## config.mk

```make
export PLATFORM = sky130hd
export DESIGN_NAME = pts_reorder_buffer_select_flat
export DESIGN_NICKNAME = d
export VERILOG_FILES = /design/src/design/prbs_pkg.sv /design/src/design/prbs_in_if.sv /design/src/design/prbs_out_if.sv /design/src/design/prbs_cfg.sv /design/src/design/pts_reorder_buffer_select.sv /design/src/flat_wrapper.sv
export SDC_FILE = /design/constraint.sdc
export NUM_CORES = 1
export LEC_CHECK = 0
export ABC_CLOCK_PERIOD_IN_PS = 13000
export BUFFER_PORTS_ARGS = -buffer_cell sky130_fd_sc_hd__buf_4
export CAP_MARGIN = 15
export CELL_PAD_IN_SITES_DETAIL_PLACEMENT = 0
export CELL_PAD_IN_SITES_GLOBAL_PLACEMENT = 1
export CORE_ASPECT_RATIO = 1.4
export CORE_MARGIN = 2
export CORE_UTILIZATION = 53
export CTS_BUF_LIST = sky130_fd_sc_hd__clkbuf_4
export DETAILED_ROUTE_END_ITERATION = 10
export HOLD_SLACK_MARGIN = 0.1
export PLACE_DENSITY = 0.92
export SLEW_MARGIN = 10
export SYNTH_ARGS = -nofsm -noshare
export SYNTH_HDL_FRONTEND = slang
export SYNTH_HIERARCHICAL = 1
export SYNTH_SLANG_ARGS = --single-unit
```

## constraint.sdc

```tcl
create_clock -name clk -period 13 [get_ports clk]
set_input_delay 0.65 -clock clk [delete_from_list [all_inputs] [get_ports clk]]
set_output_delay 0.65 -clock clk [all_outputs]
set_load 0.01 [all_outputs]
```

## src/design/prbs_pkg.sv

```systemverilog
// ----------------------------------------------------------------------------
// prbs_pkg
// types and constants of the timestamp reorder buffer
// ----------------------------------------------------------------------------
package prbs_pkg;

    localparam int PTS_W   = 64;
    localparam int TAG_W   = 16;
    localparam int AGE_W   = 6;
    localparam int DATA_W  = 32;
    localparam int PADDR_W = 3;

    localparam logic [AGE_W-1:0] AGE_MAX         = 6'd63;
    localparam logic [AGE_W-1:0] AGE_LIMIT_RESET = 6'd16;

    // register index, taken from paddr above the byte offset
    localparam logic [PADDR_W-3:0] REG_AGE_LIMIT = 1'b0;

    localparam logic OP_INSERT = 1'b0;
    localparam logic OP_DRAIN  = 1'b1;

    typedef enum logic [2:0] {
        ST_IDLE   = 3'b001,
        ST_SCAN   = 3'b010,
        ST_REMOVE = 3'b100
    } prbs_state_t;

    function automatic logic [AGE_W-1:0] age_inc(input logic [AGE_W-1:0] age);
        logic [AGE_W-1:0] res;
        res = (age == AGE_MAX) ? age : age + 1'b1;
        return res;
    endfunction

endpackage

```

## src/design/prbs_in_if.sv

```systemverilog
// ----------------------------------------------------------------------------
// prbs_in_if
// input channel: insert or drain requests with frame timestamp and tag
// ----------------------------------------------------------------------------
interface prbs_in_if
    import prbs_pkg::*;
();
    logic                    valid;
    logic                    ready;
    logic                    op;
    logic signed [PTS_W-1:0] frame_pts;
    logic        [TAG_W-1:0] frame_tag;

    modport source (output valid, output op, output frame_pts, output frame_tag,
                    input ready);
    modport sink   (input valid, input op, input frame_pts, input frame_tag,
                    output ready);
endinterface

```

## src/design/prbs_out_if.sv

```systemverilog
// ----------------------------------------------------------------------------
// prbs_out_if
// output channel: frames selected for display
// ----------------------------------------------------------------------------
interface prbs_out_if
    import prbs_pkg::*;
();
    logic                    valid;
    logic                    ready;
    logic        [TAG_W-1:0] out_tag;
    logic signed [PTS_W-1:0] out_pts;
    logic                    was_forced;
    logic                    last;

    modport source (output valid, output out_tag, output out_pts, output was_forced,
                    output last, input ready);
    modport sink   (input valid, input out_tag, input out_pts, input was_forced,
                    input last, output ready);
endinterface

```

## src/design/prbs_cfg.sv

```systemverilog
// ----------------------------------------------------------------------------
// prbs_cfg
// apb register block holding the starvation age limit
// ----------------------------------------------------------------------------
module prbs_cfg
    import prbs_pkg::*;
(
    input  logic               clk,
    input  logic               rst_n,
    input  logic               psel,
    input  logic               penable,
    input  logic               pwrite,
    input  logic [PADDR_W-1:0] paddr,
    input  logic [DATA_W-1:0]  pwdata,
    output logic [DATA_W-1:0]  prdata,
    output logic               pready,
    output logic [AGE_W-1:0]   age_limit
);

    logic [AGE_W-1:0]   age_limit_reg;
    logic [PADDR_W-3:0] reg_index;
    logic               wr_en;

    assign reg_index = paddr[PADDR_W-1:2];
    assign pready    = 1'b1;
    assign wr_en     = psel && penable && pwrite && (reg_index == REG_AGE_LIMIT);

    always_ff @(posedge clk or negedge rst_n)
    begin
        if (!rst_n)
        begin
            age_limit_reg <= AGE_LIMIT_RESET;
        end
        else if (wr_en)
        begin
            age_limit_reg <= pwdata[AGE_W-1:0];
        end
    end

    always_comb
    begin
        prdata = '0;
        if (reg_index == REG_AGE_LIMIT)
        begin
            prdata = {{(DATA_W-AGE_W){1'b0}}, age_limit_reg};
        end
    end

    assign age_limit = age_limit_reg;

endmodule

```

## src/design/pts_reorder_buffer_select.sv

```systemverilog
// an insert that fills the buffer scans all held entries in ST_SCAN, then ST_REMOVE stores its result
// a drain repeats the scan of the remaining entries and the removal for each result while entries remain
// throughput: one selection scans the held entries one per cycle through a single comparator
// the input is not ready from a filling insert or drain until its last selection is stored
// reset: asynchronous, active low; empties the buffer and sets age_limit to 16, no sweep
// ----------------------------------------------------------------------------
// pts_reorder_buffer_select
// timestamp reorder buffer with starvation guard for invalid timestamps
// ----------------------------------------------------------------------------
module pts_reorder_buffer_select
    import prbs_pkg::*;
#(
    parameter int DEPTH = 8
)
(
    input  logic               clk,
    input  logic               rst_n,
    prbs_in_if.sink            frames,
    prbs_out_if.source         results,
    input  logic               psel,
    input  logic               penable,
    input  logic               pwrite,
    input  logic [PADDR_W-1:0] paddr,
    input  logic [DATA_W-1:0]  pwdata,
    output logic [DATA_W-1:0]  prdata,
    output logic               pready
);

    localparam int IDX_W = $clog2(DEPTH);
    localparam int CNT_W = $clog2(DEPTH + 1);

    logic [AGE_W-1:0] age_limit;

    prbs_cfg u_cfg (
        .clk       (clk),
        .rst_n     (rst_n),
        .psel      (psel),
        .penable   (penable),
        .pwrite    (pwrite),
        .paddr     (paddr),
        .pwdata    (pwdata),
        .prdata    (prdata),
        .pready    (pready),
        .age_limit (age_limit)
    );

    // entry storage, oldest at index 0
    logic [PTS_W-1:0] pts_mem [DEPTH];
    logic [TAG_W-1:0] tag_mem [DEPTH];
    logic [AGE_W-1:0] age_mem [DEPTH];

    prbs_state_t      state_reg;
    logic [CNT_W-1:0] fill_reg;
    logic [IDX_W-1:0] idx_reg;
    logic             drain_reg;
    logic [IDX_W-1:0] best_idx_reg;
    logic [PTS_W-1:0] best_pts_reg;
    logic             forced_reg;
    logic [IDX_W-1:0] forced_idx_reg;

    logic             out_valid_reg;
    logic [TAG_W-1:0] out_tag_reg;
    logic [PTS_W-1:0] out_pts_reg;
    logic             out_forced_reg;
    logic             out_last_reg;

    logic             in_xfer;
    logic             do_insert;
    logic [CNT_W-1:0] fill_inc;
    logic [IDX_W-1:0] sel_idx;
    logic [IDX_W-1:0] rd_addr;
    logic [PTS_W-1:0] rd_pts;
    logic [TAG_W-1:0] rd_tag;
    logic [AGE_W-1:0] rd_age;
    logic             force_hit;
    logic             better;
    logic             scan_done;
    logic             out_free;
    logic             remove_fire;

    assign frames.ready = (state_reg == ST_IDLE);
    assign in_xfer      = frames.valid && frames.ready;
    assign do_insert    = in_xfer && (frames.op == OP_INSERT) && (fill_reg < CNT_W'(DEPTH));
    assign fill_inc     = fill_reg + 1'b1;

    assign sel_idx = forced_reg ? forced_idx_reg : best_idx_reg;
    assign rd_addr = (state_reg == ST_REMOVE) ? sel_idx : idx_reg;
    assign rd_pts  = pts_mem[rd_addr];
    assign rd_tag  = tag_mem[rd_addr];
    assign rd_age  = age_mem[rd_addr];

    // the sign bit marks an invalid timestamp
    assign force_hit = (rd_age > age_limit) && rd_pts[PTS_W-1];
    assign better    = !rd_pts[PTS_W-1] && (best_pts_reg[PTS_W-1] || (rd_pts < best_pts_reg));
    assign scan_done = (CNT_W'(idx_reg) == (fill_reg - 1'b1));

    assign out_free    = !out_valid_reg || results.ready;
    assign remove_fire = (state_reg == ST_REMOVE) && out_free;

    always_ff @(posedge clk)
    begin
        if (do_insert)
        begin
            pts_mem[fill_reg[IDX_W-1:0]] <= frames.frame_pts;
            tag_mem[fill_reg[IDX_W-1:0]] <= frames.frame_tag;
            age_mem[fill_reg[IDX_W-1:0]] <= '0;
        end
        else if (remove_fire)
        begin
            // close the gap and age every survivor
            for (int i = 0; i < DEPTH; i++)
            begin
                if ((i < DEPTH - 1) && (IDX_W'(i) >= sel_idx))
                begin
                    pts_mem[i] <= pts_mem[(i + 1) % DEPTH];
                    tag_mem[i] <= tag_mem[(i + 1) % DEPTH];
                    age_mem[i] <= age_inc(age_mem[(i + 1) % DEPTH]);
                end
                else
                begin
                    age_mem[i] <= age_inc(age_mem[i]);
                end
            end
        end
    end

    always_ff @(posedge clk or negedge rst_n)
    begin
        if (!rst_n)
        begin
            state_reg     <= ST_IDLE;
            fill_reg      <= '0;
            idx_reg       <= '0;
            drain_reg     <= 1'b0;
            forced_reg    <= 1'b0;
            out_valid_reg <= 1'b0;
        end
        else
        begin
            if (remove_fire)
            begin
                out_valid_reg <= 1'b1;
            end
            else if (results.ready)
            begin
                out_valid_reg <= 1'b0;
            end
            case (state_reg)
                ST_IDLE:
                begin
                    idx_reg <= '0;
                    if (in_xfer)
                    begin
                        if (frames.op == OP_INSERT)
                        begin
                            if (do_insert)
                            begin
                                fill_reg <= fill_inc;
                                if (fill_inc == CNT_W'(DEPTH))
                                begin
                                    drain_reg <= 1'b0;
                                    state_reg <= ST_SCAN;
                                end
                            end
                        end
                        else if (fill_reg != '0)
                        begin
                            drain_reg <= 1'b1;
                            state_reg <= ST_SCAN;
                        end
                    end
                end
                ST_SCAN:
                begin
                    if (idx_reg == '0)
                    begin
                        forced_reg <= force_hit;
                    end
                    else if (!forced_reg && force_hit)
                    begin
                        forced_reg <= 1'b1;
                    end
                    if (scan_done)
                    begin
                        state_reg <= ST_REMOVE;
                    end
                    else
                    begin
                        idx_reg <= idx_reg + 1'b1;
                    end
                end
                ST_REMOVE:
                begin
                    if (out_free)
                    begin
                        fill_reg <= fill_reg - 1'b1;
                        idx_reg  <= '0;
                        if (drain_reg && (fill_reg != CNT_W'(1)))
                        begin
                            state_reg <= ST_SCAN;
                        end
                        else
                        begin
                            state_reg <= ST_IDLE;
                        end
                    end
                end
                default:
                begin
                    state_reg <= ST_IDLE;
                end
            endcase
        end
    end

    // scan datapath: earliest valid timestamp and first starved entry
    always_ff @(posedge clk)
    begin
        if (state_reg == ST_SCAN)
        begin
            if (idx_reg == '0)
            begin
                best_idx_reg   <= '0;
                best_pts_reg   <= rd_pts;
                forced_idx_reg <= '0;
            end
            else
            begin
                if (better)
                begin
                    best_idx_reg <= idx_reg;
                    best_pts_reg <= rd_pts;
                end
                if (!forced_reg && force_hit)
                begin
                    forced_idx_reg <= idx_reg;
                end
            end
        end
    end

    always_ff @(posedge clk)
    begin
        if (remove_fire)
        begin
            out_tag_reg    <= rd_tag;
            out_pts_reg    <= rd_pts;
            out_forced_reg <= forced_reg;
            out_last_reg   <= !drain_reg || (fill_reg == CNT_W'(1));
        end
    end

    assign results.valid      = out_valid_reg;
    assign results.out_tag    = out_tag_reg;
    assign results.out_pts    = out_pts_reg;
    assign results.was_forced = out_forced_reg;
    assign results.last       = out_last_reg;

endmodule

```

## src/flat_wrapper.sv

```systemverilog
// flat-port wrapper written by rule: the top's interface ports become plain ports
module pts_reorder_buffer_select_flat import prbs_pkg::*;
#(
    parameter int DEPTH = 8
)
  (clk, rst_n, psel, penable, pwrite, paddr, pwdata, prdata, pready, frames_valid, frames_op, frames_frame_pts, frames_frame_tag, frames_ready, results_valid, results_out_tag, results_out_pts, results_was_forced, results_last, results_ready);
  prbs_in_if frames_i ();
  prbs_out_if results_i ();
  input  logic clk;
  input  logic rst_n;
  input  logic psel;
  input  logic penable;
  input  logic pwrite;
  input  logic [PADDR_W-1:0] paddr;
  input  logic [DATA_W-1:0] pwdata;
  output logic [DATA_W-1:0] prdata;
  output logic pready;
  input wire logic [$bits(frames_i.valid)-1:0] frames_valid;
  input wire logic [$bits(frames_i.op)-1:0] frames_op;
  input wire logic [$bits(frames_i.frame_pts)-1:0] frames_frame_pts;
  input wire logic [$bits(frames_i.frame_tag)-1:0] frames_frame_tag;
  output wire logic [$bits(frames_i.ready)-1:0] frames_ready;
  output wire logic [$bits(results_i.valid)-1:0] results_valid;
  output wire logic [$bits(results_i.out_tag)-1:0] results_out_tag;
  output wire logic [$bits(results_i.out_pts)-1:0] results_out_pts;
  output wire logic [$bits(results_i.was_forced)-1:0] results_was_forced;
  output wire logic [$bits(results_i.last)-1:0] results_last;
  input wire logic [$bits(results_i.ready)-1:0] results_ready;
  assign frames_i.valid = frames_valid;
  assign frames_i.op = frames_op;
  assign frames_i.frame_pts = frames_frame_pts;
  assign frames_i.frame_tag = frames_frame_tag;
  assign frames_ready = frames_i.ready;
  assign results_valid = results_i.valid;
  assign results_out_tag = results_i.out_tag;
  assign results_out_pts = results_i.out_pts;
  assign results_was_forced = results_i.was_forced;
  assign results_last = results_i.last;
  assign results_i.ready = results_ready;
  pts_reorder_buffer_select #(.DEPTH(DEPTH)) u_core (.clk(clk), .rst_n(rst_n), .frames(frames_i), .results(results_i), .psel(psel), .penable(penable), .pwrite(pwrite), .paddr(paddr), .pwdata(pwdata), .prdata(prdata), .pready(pready));
endmodule
```

## After elaboration in Yosys (flattened, before gate mapping)

Memories as Yosys holds them, arrays and structs flattened. A register that Yosys moved wholly into a read port is not among the register bits.
Cells that the tools add are included.

- Add/subtract/negate cells: 11
- Magnitude comparators: 10
- Equal/unequal tests: 25
- Mux-type cells: 117
- Bitwise operators: 9
- Reductions and logical operators: 36

Operator list:

| cell | count |
|---|---|
| $mux W64 | 3 |
| $mux W6 | 17 |
| $mux W1 | 72 |
| $lt A64 B64 Y1 | 1 |
| $reduce_or A64 Y1 | 1 |
| $add A6 B1 Y6 const B | 8 |
| $eq A6 B6 Y1 const B | 8 |
| $mux W3 | 16 |
| $pmux W3 S3 | 2 |
| $mux W16 | 1 |
| $mux W4 | 4 |
| $reduce_or A16 Y1 | 1 |
| $reduce_bool A2 Y1 | 6 |
| $logic_and A1 B1 Y1 | 11 |
| $reduce_and A5 Y1 | 2 |
| $ge A3 B3 Y1 const A | 3 |
| $ne A3 B3 Y1 const B | 3 |
| $ne A2 B2 Y1 const B | 4 |
| $pmux W4 S2 | 1 |
| $or A1 B1 Y1 | 7 |
| $ge A1 B3 Y1 const A | 2 |
| $ge A2 B3 Y1 const A | 2 |
| $gt A6 B6 Y1 | 1 |
| $ne A2 B1 Y1 const B | 3 |
| other kinds (22) | 29 |

- Register bits: 155
- Memory bits (writable): 688
- Bits of input ports: 123
- Output and inout port bits: 117
- Word-level logic and storage cells: 224
- Memories kept: 3

Memory list:

| name | words | width | read ports | clocked after Yosys merged registers in | wr ports | line | text |
|---|---|---|---|---|---|---|---|
| u_core.pts_mem | 8 | 64 | 8 | 0 | 7 | pts_reorder_buffer_select.sv:48 | `logic [PTS_W-1:0] pts_mem [DEPTH];` |
| u_core.tag_mem | 8 | 16 | 8 | 1 | 7 | pts_reorder_buffer_select.sv:49 | `logic [TAG_W-1:0] tag_mem [DEPTH];` |
| u_core.age_mem | 8 | 6 | 9 | 0 | 8 | pts_reorder_buffer_select.sv:50 | `logic [AGE_W-1:0] age_mem [DEPTH];` |

## Depth between registers and ports, before layout

Gate-level depths: netlist of run 1.

- Word-level depth: 9
- Mapped depth: 16
- Mapped depth without buffers: 14

## Modules after synthesis

Netlist of run 1, hierarchy kept.

Modules (own cells, without submodules):

| module | times used | cells an instance | area an instance (µm²) | seq. area each (µm²) |
|---|---|---|---|---|
| pts_reorder_buffer_select | 1 | 2988 | 40297.4 | 25550.8 |
| prbs_cfg | 1 | 48 | 505.5 | 151.4 |

## Least setup slack after synthesis of run 1

Ideal clock, no wire load.

- Kind: flip-flop to flip-flop
- Start: register u_core.state_reg[1]
- End: register u_core.best_idx_reg[0] (enable)
- Library setup time: 0.592 ns
- Arrival time: 8.425 ns
- Data required time: 12.408 ns
- Path slack: 3.983 ns
- Cell stages (with the launch flop): 15
- Buffers on the path: 2
- Period minus slack after synthesis: 9.017 ns
- Path through: dfrtp_1 -> nor3b_2 -> buf_4 -> mux2i_4 -> buf_2 -> mux4_2 -> mux2_2 -> ha_1 -> a2111oi_0 -> nand2_1 -> o221ai_1 -> a21oi_1 -> nor3_1 -> o21ai_0 -> a211oi_1

- Cells in the longest elaborated chain, start to end: 8
- Elaborated cells between the ends (all ways): 10
- Those cells by class: 1 x order compare; 2 x eq/ne; 1 x mux; 5 x reduce/logical; 1 x memory

Ends and longest elaborated chain:

| element | line | text |
|---|---|---|
| from (decl) | pts_reorder_buffer_select.sv:52 | `prbs_state_t state_reg;` |
| from (signal assigned) | pts_reorder_buffer_select.sv:131 | `state_reg <= ST_IDLE;` |
| from (signal assigned) | pts_reorder_buffer_select.sv:162 | `state_reg <= ST_SCAN;` |
| from (signal assigned) | pts_reorder_buffer_select.sv:169 | `state_reg <= ST_SCAN;` |
| $eq A3 B3 Y1 | pts_reorder_buffer_select.sv:87 | `assign rd_addr = (state_reg == ST_REMOVE) ? sel_idx : idx_reg;` |
| $mux W3 | pts_reorder_buffer_select.sv:87 |  |
| $mem_v2 Z8 W64 | - |  |
| net u_core.rd_pts[39] | pts_reorder_buffer_select.sv:72 | `logic [PTS_W-1:0] rd_pts;` |
| $lt A64 B64 Y1 | pts_reorder_buffer_select.sv:94 | `assign better = !rd_pts[PTS_W-1] && (best_pts_reg[PTS_W-1] \|\| (rd_pts < best_pts_reg));` |
| $logic_or A1 B1 Y1 | pts_reorder_buffer_select.sv:94 |  |
| $logic_and A1 B1 Y1 | pts_reorder_buffer_select.sv:94 |  |
| $reduce_bool A2 Y1 (no source line) | - |  |
| $reduce_and A2 Y1 (no source line) | - |  |
| to (signal assigned) | pts_reorder_buffer_select.sv:231 | `best_idx_reg <= idx_reg;` |
| to (decl) | pts_reorder_buffer_select.sv:56 | `logic [IDX_W-1:0] best_idx_reg;` |

The timed path passes the listed nets, and every way through them passes these cells.
A chain may end at the register's enable or synchronous reset.

## Worst setup path in the final report of run 1

- Start: register u_core.forced_reg
- End: register u_core.best_pts_reg[26] (enable)

- Cells in the longest elaborated chain, start to end: 8
- Elaborated cells between the ends (all ways): 9
- Those cells by class: 1 x order compare; 2 x mux; 5 x reduce/logical; 1 x memory

Ends and longest elaborated chain:

| element | line | text |
|---|---|---|
| from (decl) | pts_reorder_buffer_select.sv:58 | `logic forced_reg;` |
| from (signal assigned) | pts_reorder_buffer_select.sv:177 | `forced_reg <= force_hit;` |
| $mux W3 | pts_reorder_buffer_select.sv:86 | `assign sel_idx = forced_reg ? forced_idx_reg : best_idx_reg;` |
| $mux W3 | pts_reorder_buffer_select.sv:87 |  |
| $mem_v2 Z8 W64 | - |  |
| net u_core.rd_pts[17] | pts_reorder_buffer_select.sv:72 |  |
| $lt A64 B64 Y1 | pts_reorder_buffer_select.sv:94 |  |
| $logic_or A1 B1 Y1 | pts_reorder_buffer_select.sv:94 |  |
| $logic_and A1 B1 Y1 | pts_reorder_buffer_select.sv:94 |  |
| $reduce_bool A2 Y1 (no source line) | - |  |
| $reduce_and A2 Y1 (no source line) | - |  |
| to (signal assigned) | pts_reorder_buffer_select.sv:224 | `best_pts_reg <= rd_pts;` |
| to (signal assigned) | pts_reorder_buffer_select.sv:232 | `best_pts_reg <= rd_pts;` |
| to (decl) | pts_reorder_buffer_select.sv:57 | `logic [PTS_W-1:0] best_pts_reg;` |

The timed path passes the listed nets, and every way through them passes these cells.

==> run summary, run 1 <==
For this run, the total global-route usage over all layers was measured as 26.5%. TritonCTS created 195 clock buffers. The overall power of the completed layout is 8030 uW. Register clock-pin slew on the reported worst setup and hold paths: 70 ps. Synthesis handed over a netlist of 3036 instances.

Cell internal power was estimated by the tool at 5550 uW. The fraction of layout instances using a drive strength above 1 is 23.2%. Die height: 332 um.

Grouping stages by cell kind, the critical path spends the most delay in buffers and inverters. STA puts the critical path data required time at 13680 ps. Each instance of the synthesized netlist takes up on average 13.4 um2.

The area overhead of the layout relative to synthesis is 14.2%, and the initial detailed-routing violation count is 2769. The number of global-route vias before repair is 28900, and the final hold violation count is 0. TritonCTS built the clock tree. For the worst setup path, the data arrival time is 7640 ps. The total leakage power was 0.0176 uW; the number of buffers inserted by port buffering was 184. After synthesis, the share of flip-flops with an asynchronous set or reset is 2.21%. The largest registers in the layout are u_core/pts_mem: 512 flops, u_core/tag_mem: 128 flops. The flip-flop count of the largest register, all copies and words added was 512. For the final routed database, the setup TNS stands at 0 ps. After floorplanning, the core was sized to cover 76400 um2. In this run, synthesis produced a sequential element count of 859. Dividing the detail-routed via count by the number of cells gives 6.12.

Per report_power, the sequential group accounts for 45.9% of the total. The layout has 5699 filler cells. Cell with the most instances on the worst path: sky130_fd_sc_hd__buf_4.

The register area is 25700 um2. The number of post-CTS setup repair buffers was 0; the peak per-stage delay on the critical path was 760 ps. The number of instances resized during post-cts repair came out at 0.

Routability congestion estimate: 0.854. The slowest stage of the critical path belongs to the cell sky130_fd_sc_hd__buf_4. The synthesized design contains 840 enable-type register cells. The H-tree was split into 4 levels.

The number of clock sinks is 859. The power per unit of standard cell area is 172 nW/um2, and the final layout net count is 3587. The logs give 40800 um2 for the cell area after synthesis and 105000 um for the wire length reported by the detailed router.

The first detailed-routing pass ran for 6 iterations. The tools report the switching power as 2480 uW. The tree is rooted in a sky130_fd_sc_hd__clkbuf_4.

The wire-length estimate of the detail-placed layout is 61300 um. Setup violations remaining at the end of the flow were counted as 0. The core occupancy in the finished layout came out at 61.0%. Entering global routing, the biggest net connects 91 pins.

In this run switching power makes up 30.9% of total power. Worst supply voltage drop on vdd: 100 uV. Based on the critical path, the design can be clocked at up to 144 MHz. The top register by number of flip-flops was u_core/pts_mem. Yosys mapped the design onto 61 distinct sky130hd cell types. In this run the count of I/O pins placed on the die edge is 240. The most critical setup path has its endpoint at u_core/best_pts_reg[26]. The tools report the number of hold buffers added after CTS as 98. The tools report the max-slew violation count as 0.

Overall overflow remaining after global route: 0. For the pin with the worst max-slew slack, the measured transition is 1170 ps. The most instantiated flip-flop cell in the synthesis netlist was sky130_fd_sc_hd__edfxtp_1.

Number of antenna violations at the first check in global routing: 5. Sorting the synthesized cells by how often they occur yields sky130_fd_sc_hd__edfxtp_1 (840), sky130_fd_sc_hd__nor2_1 (534), sky130_fd_sc_hd__a21oi_1 (504). After floorplanning, the core was divided into 120 placement rows.

Setup repair after global routing left no endpoint under its margin. The die width is 239 um. In the post-synthesis netlist, the biggest area contributors are sky130_fd_sc_hd__edfxtp_1 (62%), sky130_fd_sc_hd__mux4_2 (9.3%), sky130_fd_sc_hd__a21oi_1 (6.2%).

The logs give 0 for the max-cap violation count and 63.0% for the register area share after synthesis. In this run the worst path has a maximum fanout of 50. The synthesis warning total is 6, and the clock network fraction of total power is 26.6%.

Clock skew on the completed layout was measured at 66.7 ps. The clock reaches the later pin of the worst-skew pair after 1070 ps. The sum of buffers and inverters on the critical path is 3, and the final critical-path share of the clock period is 53.5%. The multi-input combinational cells in the finished layout cover a total of 13800 um2. The number of remaining DRC errors is 0. The worst setup path is of the register to register kind.

The worst register-to-register path begins at u_core/forced_reg. The worst reg2reg path depth came out at 15. The area share of the largest cell type after synthesis was 61.8%. The count of nets left with antenna violations once routing finished came out at 0. The critical path runs through a total of 15 cells. The type of the most critical hold path is input port to register. The worst register-to-register path ends at u_core/best_pts_reg[26]. Measured against its own limit, the worst slew margin works out to 21.7%. STA classifies the critical path startpoint as a register. Summing over every cut layer, the via total after detailed routing is 27600. The area of the die was 79300 um2; the shortest period the worst path allows was 6960 ps.

The tools report the share of total power in combinational logic as 27.5%. The clock tree buffer depth came out at 3. The initial core utilization is 53.4%.

The first-pass GRT wire length came out at 159000 um. The cell with the most instances after synthesis is sky130_fd_sc_hd__edfxtp_1. The start point of the critical path is u_core/forced_reg. Dividing the detail-routed wire length by the instance count gives 23.3 um. The biggest area contributor in the post-synthesis netlist is sky130_fd_sc_hd__edfxtp_1. The run finished with clean final reports. For flop-to-flop paths, the worst setup slack is 6040 ps. The worst setup path is captured at a register.

Traced cell by cell, the critical path runs through mux2_2, mux2i_4, buf_4, buf_4, mux4_2, mux2_2, ha_1, a211oi_1, o21ai_0, o2111ai_1, o211ai_1, a311oi_1, nor4_1, a211oi_4, buf_4.
## layout by cell type (no fill, tap or decap), drive strengths merged, types with 7 or more instances in the layout
cell         instances
mux2                92
nand4                9
nand2b              15
nor3                12
o21ai               50
clkinv              51
o22ai               33
mux4               168
edfxtp             840
inv                164
buf                226
and3                11
a21oi              504
nor2               534
xnor2               10
nand2               48
dfrtp               17
clkbuf             285
nand3               33
xor2                20
dlygate4sd3         98
a211oi               7
ha                  83
diode                7
mux2i              114
conb                27
## tightest hold or removal path, stage by stage
cell and delay, ps:
sky130_fd_sc_hd__buf_4 110, sky130_fd_sc_hd__a21boi_0 140, sky130_fd_sc_hd__o21ai_0 170, sky130_fd_sc_hd__a21oi_1 120, sky130_fd_sc_hd__a21boi_0 130
## metrics by stage
step	instance area, um2	instances	setup slack (ps)	hold WS [ps]
final	46600	4511	6040	307
after floorplan	40900	3061	3980	354
after global placement	43100	4061	6030	473
after CTS	46500	4503	5940	188
after detailed placement	43100	4061	5980	517
after global routing	46600	4511	5870	253
## routing by layer
layer  share of wire, %  track usage [%]  vias to the layer above
li1                   -                -                    12100
met1                 37             32.6                    13700
met2                 51             45.4                     1499
met3                8.4             4.67                      269
met4                3.7             12.5                        2
met5              0.010                0                        -
## layout make-up
cell class	instances	area share, %
tap	976	2.62
multi-input combinational	1840	29.7
clock buffer	285	4.59
inverter	161	1.30
clock inverter	59	0.779
timing repair buffer	324	5.82
antenna	7	0.0376
sequential	859	55.2
## power by group through the flow
stage               registers, uW  logic (uW)  clock network, uW
floorplan                    3750        1520                  0
global placement             3720        2070                  0
detailed placement           3740        2150                  0
CTS                          3680        2190               2190
global route                 3710        2380               2310
finish                       3690        2210               2140
## worst min-delay path by stage
stage                     start                   to  slack, ps  cells after the start
6_report              frames_op  u_core/state_reg[1]        310                      5
3_5_place_dp   u_core/drain_reg     u_core/drain_reg        520                      2
4_1_cts               frames_op  u_core/state_reg[1]        190                      5
2_1_floorplan             rst_n     u_core/drain_reg        350                      0
3_3_place_gp   u_core/drain_reg     u_core/drain_reg        470                      2
5_1_grt               frames_op   u_core/fill_reg[0]        250                      5
## cell families (layout without fill, tap and decap cells)
kind of cell	Yosys count	in the layout	share of synthesized area (%)
and+or+nand+nor	697	697	7.16
adders and majority gates	83	83	2.55
muxes	374	374	14.7
xor gates and xnor gates	30	30	0.644
buffers and inverters	362	829	3.86
DFF	859	859	63.0
AOI/OAI and AO/OA	629	629	8.10
other	2	34	0.0184
Note: power is estimated with default switching activity, not from simulation.
==> run 2: changes to the inputs <==
Settings changed: ABC_CLOCK_PERIOD_IN_PS 13000 to 6100, CORE_UTILIZATION 53 to 48, PLACE_DENSITY 0.92 to 0.88.
Clock period 13 ns to 6.1 ns, I/O delays scaled along.
==> run summary, run 2 (synthesized netlist as in run 1, its figures left out) <==
The run finished with clean final reports. Area of the die: 87400 um2 (was 79300 um2). The fraction of layout instances using a drive strength above 1 works out to 23.6% (was 23.2%).

The number of top-level design ports is 240 (unchanged), and the count of fill cells added during filler insertion is 6856 (was 5699). The number of instances resized during post-cts repair is 0 (unchanged). TritonCTS built the clock tree. The critical path data required time is 6870 ps (was 13680 ps), and the number of buffers inserted by port buffering is 184 (unchanged).

The run gives 2 (was 5) as the number of antenna violations at the first check in global routing. The total half-perimeter wirelength after legalization and detailed placement is 59500 um (was 61300 um). The number of setup violations in the final report is 0 (unchanged), and the number of post-CTS setup repair buffers is 0 (unchanged). The initial core utilization is 48.4% (was 53.4%), and the peak per-stage delay on the critical path is 570 ps (was 760 ps). Setup repair after global routing left no endpoint under its margin. The number of remaining DRC errors came out at 0 (unchanged). The area after detailed placement was 43400 um2 (was 43100 um2); the worst-case register-to-register setup slack was 470 ps (was 6040 ps).

The total leakage power was 0.0178 uW (was 0.0176 uW); the wire length reported by the detailed router was 105000 um (about the same). The number of nets with antenna violations after routing is 0 (unchanged). Type of origin of the critical path: a register (unchanged). The max-cap violation count is 0 (unchanged). The tools report the overall overflow remaining after global route as 0 (unchanged).

The peak fanout along the critical path was 54 (was 50). The aggregate global-route resource usage is 24.2% (was 26.5%). The flip-flop count of the largest register, all copies and words added works out to 512 (unchanged).

The tools report the overall power of the completed layout as 17200 uW (was 8030 uW). The cell row count was 126 (was 120). The die width is 250 um (was 239 um).

Leading cell types in the layout, fill and taps excluded: sky130_fd_sc_hd__edfxtp_1 (840), sky130_fd_sc_hd__nor2_1 (533), sky130_fd_sc_hd__a21oi_1 (504) (unchanged). The number of global-route vias before repair was 27400 (was 28900). The final hold violation count is 0 (unchanged).

Worst slew margin relative to its limit: 19.9% (was 21.7%). The final design area excluding fillers came out at 47100 um2 (was 46600 um2). The top register by number of flip-flops was u_core/pts_mem (unchanged). The run gives 4 (unchanged) as the number of H-tree branching levels.

The shortest period the worst path allows is 5630 ps (was 6960 ps), and the register clock-pin slew on the reported worst setup and hold paths is 70 ps (about the same). The pin slew with the least headroom to its limit came out at 1200 ps (was 1170 ps). The total via count in the routed design was 27000 (was 27600).

The clock latency at the later pin of the worst-skew pair was 1130 ps (was 1070 ps); the routed length per placed instance was 22.6 um (was 23.3 um). Critical-path cell list: nor3b_2, buf_4, mux2i_4, buf_12, mux4_2, mux2_2, ha_1, nand4_1, nor3_1, buf_4, o2111ai_1, o211ai_1, a311oi_1, nor4_1, a211oi_4, buf_12 (was mux2_2, mux2i_4, buf_4, buf_4, mux4_2, mux2_2, ha_1, a211oi_1, o21ai_0, o2111ai_1, o211ai_1, a311oi_1, nor4_1, a211oi_4, buf_4). Largest registers: u_core/pts_mem: 512 flops, u_core/tag_mem: 128 flops (unchanged). The logs give 2286 (was 2769) for the initial detailed-routing violation count and 3 (unchanged) for the clock tree buffer depth.

Number of buffers created by CTS: 197 (was 195). The tools report the endpoint class of the critical path as a register (unchanged). The logs give 6400 ps (was 7640 ps) for the arrival time reported for the critical path endpoint and 3604 (was 3587) for the final layout net count. The cell with the largest stage delay on the worst path is sky130_fd_sc_hd__mux4_2 (was sky130_fd_sc_hd__buf_4). The die height is 349 um (was 332 um). The max-slew violation count came out at 0 (unchanged). The post-route clock skew was 48.1 ps (was 66.7 ps); the number of iterations in the first detailed-routing pass was 6 (unchanged). Commonest non-fill, non-tap cell in the layout: sky130_fd_sc_hd__edfxtp_1 (unchanged). The power per unit of standard cell area was 365 nW/um2 (was 172 nW/um2); the area overhead of the layout relative to synthesis was 15.4% (was 14.2%). The tools report the routability congestion estimate as 0.842 (was 0.854).

The largest net degree at the start of global routing is 167 (was 91), and the number of clock sinks is 859 (unchanged). Top achievable clock speed: 178 MHz (was 144 MHz). The clock root buffer was sky130_fd_sc_hd__clkbuf_4 (unchanged).

The type of the most critical hold path is input port to register (unchanged). Area of the placeable core: 84300 um2 (was 76400 um2). For the worst supply voltage drop on vdd, the log shows 246 uV (was 100 uV). The final critical-path share of the clock period works out to 92.3% (was 53.5%). The type of the worst setup path was register to register (unchanged).

The via-per-instance ratio was 5.80 (was 6.12); the first-pass GRT wire length was 159000 um (about the same).
run 2: changes by cell type in the layout (fill, tap and decap cells not counted):
cell | previous run | this run
sky130_fd_sc_hd__buf_16 | 1 | 0
sky130_fd_sc_hd__clkinv_4 | 1 | 0
sky130_fd_sc_hd__clkbuf_4 | 285 | 295
sky130_fd_sc_hd__bufinv_16 | 5 | 3
sky130_fd_sc_hd__dlygate4sd3_1 | 98 | 109
sky130_fd_sc_hd__inv_2 | 3 | 8
sky130_fd_sc_hd__diode_2 | 7 | 5
sky130_fd_sc_hd__buf_4 | 224 | 212
sky130_fd_sc_hd__clkinv_2 | 4 | 8
sky130_fd_sc_hd__buf_12 | 1 | 18
run 2: timing repair:
item / 4_1_cts / 5_1_grt
hold buffers: 109 / 0
setup endpoints to repair: 0 / 0
hold endpoints to repair: 677 / 0
run 2: worst max-delay path: cells and delay by family (launching register included):
family | cells | cell delay, ps
compound gates | 4 | 1470
fa+ha+maj | 1 | 290
buf+inv | 4 | 1130
flops | 1 | 430
mux | 3 | 1270
simple gates | 4 | 650
run 2: area by class of cell:
class | instances | area (um2) | share of cell area (%)
diodes | 5 | 12.5 | 0.0266
clock buffers | 295 | 2210 | 4.70
clock inverters | 65 | 333 | 0.707
inverters | 161 | 607 | 1.29
multi-input cells | 1840 | 13800 | 29.3
flip-flops and latches | 859 | 25700 | 54.6
well taps | 1088 | 1360 | 2.89
repair buffers | 339 | 3040 | 6.46
run 2: final timing paths:
check	from	to	depth (start not counted)
min reg2reg	u_core/drain_reg	u_core/results.last	1
max in group asynchronous	rst_n	u_core/fill_reg[1]	3
max reg2reg	u_core/state_reg[2]	u_core/best_pts_reg[2]	16
min	frames_frame_pts[46]	u_core/pts_mem[7][46]	4
max	u_core/state_reg[2]	u_core/best_pts_reg[2]	16
min in group asynchronous	rst_n	u_core/u_cfg/age_limit[3]	3
run 2: where the power goes:
group	switching, uW	leakage, uW	internal, uW	total (uW)
logic	2730	0.00848	2010	4740
clock network	2270	0.00154	2340	4600
registers	331	0.00780	7520	7850
run 2: stage by stage:
stage	cells	setup slack (ps)	util (%)	hold slack, ps	setup TNS [ps]
2_1_floorplan	3061	-1470	-	9.41	-704900
3_3_place_gp	4178	510	51.5	200	0
3_5_place_dp	4178	457	51.5	206	0
4_1_cts	4647	403	55.8	120	0
5_1_grt	4649	239	55.8	196	0
6_report	4652	470	55.8	205	0
run 2: layer usage:
metal / GRT usage, % / wire (um)
met5: 0 / 0
met1: 30.2 / 41300
met4: 9.67 / 3200
met2: 41.8 / 53800
met3: 4.29 / 7030
